$ cat config.mk
export PLATFORM = sky130hd
export DESIGN_NAME = vals_sub
export DESIGN_NICKNAME = d
export VERILOG_FILES = /design/src/sv/vals_pkg.sv /design/src/sv/vals_sub.sv
export SDC_FILE = /design/constraint.sdc
export NUM_CORES = 1
export LEC_CHECK = 0
export BUFFER_PORTS_ARGS = -buffer_cell sky130_fd_sc_hd__buf_2
export CAP_MARGIN = 25
export CORE_UTILIZATION = 35
export DETAILED_ROUTE_END_ITERATION = 6
export PLACE_DENSITY = 0.79
export SETUP_SLACK_MARGIN = 0.5
export SYNTH_ARGS = -nofsm -noshare
export SYNTH_HDL_FRONTEND = slang
export SYNTH_SLANG_ARGS = --single-unit
$ cat constraint.sdc
create_clock -name vclk -period 3.2
set_clock_uncertainty 0.2 [all_clocks]
set_input_delay 0.64 -clock vclk [all_inputs]
set_output_delay 0.64 -clock vclk [all_outputs]
set_load 0.01 [all_outputs]
$ cat src/sv/vals_pkg.sv
// Package: shared types, constants and slot helpers for the VLIW ASAP list scheduler.
package vals_pkg;

    localparam int MAX_INSTR = 256;
    localparam int ID_W      = $clog2(MAX_INSTR);
    localparam int MAX_CYC   = 512;
    localparam int CYC_W     = $clog2(MAX_CYC);
    localparam int RDY_W     = CYC_W + 1;
    localparam int MAX_II    = 64;
    localparam int ROW_W     = $clog2(MAX_II);
    localparam int II_W      = 7;
    localparam int NUM_DEPS  = 4;
    localparam int K_W       = $clog2(NUM_DEPS + 1);
    localparam int SLOT_W    = 3;
    localparam int NSLOT     = 5;

    localparam logic [RDY_W-1:0] LAT_MUL   = RDY_W'(3);
    localparam logic [RDY_W-1:0] LAT_OTHER = RDY_W'(1);

    localparam logic [1:0] CLS_ALU    = 2'd0;
    localparam logic [1:0] CLS_MUL    = 2'd1;
    localparam logic [1:0] CLS_MEM    = 2'd2;
    localparam logic [1:0] CLS_BRANCH = 2'd3;

    localparam logic [1:0] BLK_LOOP = 2'd1;

    localparam logic [SLOT_W-1:0] SLOT_ALU0   = 3'd0;
    localparam logic [SLOT_W-1:0] SLOT_ALU1   = 3'd1;
    localparam logic [SLOT_W-1:0] SLOT_MUL    = 3'd2;
    localparam logic [SLOT_W-1:0] SLOT_MEM    = 3'd3;
    localparam logic [SLOT_W-1:0] SLOT_BRANCH = 3'd4;
    localparam logic [SLOT_W-1:0] SLOT_NONE   = 3'd5;

    typedef struct packed {
        logic            start_program;
        logic [ID_W-1:0] instr_id;
        logic [1:0]      unit_class;
        logic [1:0]      block_class;
        logic [3:0]      dep_valid;
        logic [ID_W-1:0] dep_id_0;
        logic [ID_W-1:0] dep_id_1;
        logic [ID_W-1:0] dep_id_2;
        logic [ID_W-1:0] dep_id_3;
    } t_req;

    typedef struct packed {
        logic [CYC_W-1:0]  issue_cycle;
        logic [SLOT_W-1:0] slot_index;
        logic              overflow;
    } t_res;

    function automatic logic [NSLOT-1:0] unit_mask(input logic [1:0] cls);
        logic [NSLOT-1:0] m;
        unique case (cls)
            CLS_ALU:    m = 5'b00011;
            CLS_MUL:    m = 5'b00100;
            CLS_MEM:    m = 5'b01000;
            CLS_BRANCH: m = 5'b10000;
            default:    m = 5'b10000;
        endcase
        return m;
    endfunction

    function automatic logic [SLOT_W-1:0] free_slot(input logic [NSLOT-1:0] busy,
                                                     input logic [NSLOT-1:0] need);
        logic [NSLOT-1:0] avail;
        logic [SLOT_W-1:0] s;
        avail = need & ~busy;
        priority if (avail[0]) s = SLOT_ALU0;
        else if (avail[1])     s = SLOT_ALU1;
        else if (avail[2])     s = SLOT_MUL;
        else if (avail[3])     s = SLOT_MEM;
        else if (avail[4])     s = SLOT_BRANCH;
        else                   s = SLOT_NONE;
        return s;
    endfunction

    function automatic logic [NSLOT-1:0] slot_bit(input logic [SLOT_W-1:0] s);
        logic [NSLOT-1:0] b;
        unique case (s)
            SLOT_ALU0:   b = 5'b00001;
            SLOT_ALU1:   b = 5'b00010;
            SLOT_MUL:    b = 5'b00100;
            SLOT_MEM:    b = 5'b01000;
            SLOT_BRANCH: b = 5'b10000;
            default:     b = 5'b00000;
        endcase
        return b;
    endfunction

endpackage

$ cat src/sv/vals_sub.sv
// Shared subtract-and-compare unit used for the producer maximum and the modulo steps.
module vals_sub
    import vals_pkg::*;
(
    input  logic [RDY_W-1:0] i_a,
    input  logic [RDY_W-1:0] i_b,
    output logic [RDY_W-1:0] o_diff,
    output logic             o_ge
);

    logic [RDY_W:0] w_full;

    assign w_full = {1'b0, i_a} - {1'b0, i_b};
    assign o_diff = w_full[RDY_W-1:0];
    assign o_ge   = ~w_full[RDY_W];

endmodule

# Yosys cells after proc, flatten, opt, wreduce, memory -nomap -nowiden

Index checks and enable logic that the tools add are counted.

Latch bits: 0
RAM bits: 0
Logic and storage cells: 2
Memories kept: 0
Input port bits: 20
Register bits: 0
ROM bits: 0

Reductions and logical operators: 0
Divide/modulo/power cells: 0
Add/subtract/negate cells: 1
$mul: 0
Shift-type cells: 0
Muxes and demuxes: 0
Bitwise logic cells: 1
Equal/unequal tests: 0
Magnitude comparators: 0

Operator list:

| operator         | number |
|---|---|
| $sub A10 B10 Y11 | 1 |
| $not A1 Y1       | 1 |

# Depth between registers and ports, before layout

Depth after elaboration: 2
Depth in mapped cells: 9
Depth with buffers taken out: 9

# Least setup slack after synthesis

OpenSTA, ideal clock, no wires.

Path kind: input port to output port
Start: input i_a[0]
End: output o_diff[8]
Arrival time: 1.936 ns
Slack: 0.424 ns
Cell stages on the path: 9
Path through: inv_1 > ha_1 > inv_1 > fa_1 > a21o_1 > nand4_1 > o21ai_0 > o21ai_1 > xnor2_1

Word-level cells in the longest chain between the ends: 1

RTL lines:

| what             | RTL line       | source |
|---|---|---|
| start, declared  | vals_sub.sv:5  | `input logic [RDY_W-1:0] i_a,` |
| $sub A10 B10 Y11 | vals_sub.sv:13 | `assign w_full = {1'b0, i_a} - {1'b0, i_b};` |
| end, declared    | vals_sub.sv:7  | `output logic [RDY_W-1:0] o_diff,` |

No other way between the ends.

# Worst setup path after layout

Start: input i_a[0]
End: output o_diff[6]

Same word-level chain as after synthesis.

==> reports/results.txt <==
status -> finished, final reports clean
worst vdd ir -> 0.0992 mV
list of most frequent post-synthesis cells -> inv_1, ha_1, a21oi_1, o21ai_0, xnor2_1
Slew Viols, Final -> 0
DRT Pass-1 Iters -> 4
first-pass GRT wire length -> 1750 um
# fillers -> 101
area of the core -> 1160 um^2
met2 GRT Util -> 28.8%
Crit path arrival time -> 2040 ps
routed len/inst -> 9.73 um
Final setup viols -> 0
area delta synth->final -> 54.8%
final setup TNS -> 0 ps
IO Count -> 31
FF/Latch Area -> 0 um^2
I/O Buffers -> 31
Cell variety after synth -> 23
Hold Fails Final Rpt -> 0
FMAX -> 0.347 GHz
DRC -> 0
initial core utilization -> 39.5%
Startpoint Class -> input pin
Vias -> 556
Setup crit start -> i_a[0]
Die X -> 38.1 um
GR Util All Layers -> 16.0%
Leakage -> 0.397 nW
seq_cells -> 0
synth top area cells -> ha_1, inv_1, a21oi_1, xnor2_1, o21ai_0
pre-CTS WS -> 240 ps
Final nets -> 132
syn avg cell area -> 6.92 um^2
Power Density -> 211 nW/um^2
Slew @ Worst Pin -> 216 ps
final wirelength -> 1100 um
Netlist Area Pre-Place -> 457 um^2
min-delay worst type -> input pin to output pin
Site Rows -> 12
Seq/Total Area, Yosys -> 0%
crit path max fanout -> 2
Worst Setup Slack, final -> 317 ps
Gate Count Post-Synth -> 66
initial antenna violation count -> 0
post-DR vias/cell -> 4.92
count leader, synth -> inv_1
Antenna Cells -> 0
area occupied by multi-input gates -> 453 um^2
pin count of the biggest net entering global routing -> 8
post-synth top area cell -> ha_1
RSZ-0062 raised after global routing -> true
dpl hpwl -> 851 um
1st-iter DRT viols -> 13
die area -> 1450 um^2
GR peak layer -> met2
Crit Path Category -> input pin to output pin
Max-Cap Viols -> 0
Worst Path Required -> 2360 ps
GR Util met3 -> 0%
Net Count, Synth -> 97
top-area cell type share of the netlist area -> 27.4%
share of cells above drive strength 1 -> 44.4%
Yosys warnings -> 0
gr ovfl total -> 0
Tmin final -> 2880 ps
vias in the first global route -> 442
Detail Route Antenna Nets -> 0
Die Y -> 38.1 um
Pwr Total -> 150 uW
Worst Setup EP -> o_diff[6]
slew margin rel. -> 85.6%
Worst Setup End Kind -> output pin
worst hold slack -> 1440 ps
Hold Buf Count CTS -> 0
Placer Congestion -> 0.802
number of clock buffers in the layout -> 0
period utilisation layout -> 90.1%
GRT met1 Usage -> 22.3%
## where the power goes
part / switching, mW / internal (mW) / leakage, nW / total, mW
logic: 0.0763 / 0.0732 / 0.397 / 0.150
registers: 0 / 0 / 0 / 0
clock network: 0 / 0 / 0 / 0
## kinds of logic (layout without fill, tap and decap cells)
group	count (synthesis)	count (layout)	synth area share (%)
AND/OR/NAND/NOR	13	13	15.1
adder cells (fa/ha/maj)	11	11	31.8
buffers and inverters	13	46	10.7
AO/OA/AOI/OAI	22	22	29.0
XOR/XNOR	7	7	13.4
## final cells by class
type | instances | share of cell area, %
Multi-Input combinational cell | 53 | 64.1
Timing Repair Buffer | 33 | 25.8
Tap cell | 14 | 2.48
Inverter | 13 | 7.61
## routing by layer
metal / up-vias / part of all wire [%]
met5: - / 0
met4: 0 / 0
met3: 0 / 3.9
met2: 13 / 50
met1: 246 / 46
li1: 297 / -
## through the flow
| step | cells | cell area [um^2] | util [%] |
|---|---|---|---|
| 4_1_cts | 112 | 661 | 57.1 |
| 5_1_grt | 113 | 707 | 61.1 |
| 3_5_place_dp | 111 | 632 | 54.7 |
| 6_report | 113 | 707 | 61.1 |
| 2_1_floorplan | 66 | 459 | - |
| 3_3_place_gp | 111 | 632 | 54.7 |
## placed cells by master (no fill, tap or decap), types with 3 or more instances in the layout
cell type,synthesis,routed
o21ai_0,6,4
buf_2,0,29
inv_1,13,10
xor2_1,3,3
a21oi_1,7,7
a21o_1,3,3
nand2_1,3,3
xnor2_1,4,4
ha_1,10,8
o21ai_2,1,3
## worst min path at each step
stage | endpoint | cells after the start | start | slack (ps)
after global routing | o_diff[0] | 4 | i_b[0] | 1460
after global placement | o_diff[0] | 4 | i_b[0] | 1420
after CTS | o_diff[0] | 4 | i_b[0] | 1440
final | o_diff[0] | 4 | i_b[0] | 1440
after detailed placement | o_diff[0] | 4 | i_b[0] | 1430
after floorplan | o_diff[0] | 2 | i_b[0] | 1230
## critical path: stages
cell and delay, ps:
buf_6 90, inv_4 40, ha_4 130, inv_2 40, fa_2 330, a21o_1 170, nand4_1 100, o21ai_2 80
nor2_2 130, xnor2_1 130, buf_2 150
## timing repair
action	in CTS	in global routing
endpoints found under the setup margin	7	7
setup buffers	1	1
resized for setup	7	9
pin swaps	2	6
Note: power is estimated with default switching activity, not from simulation.
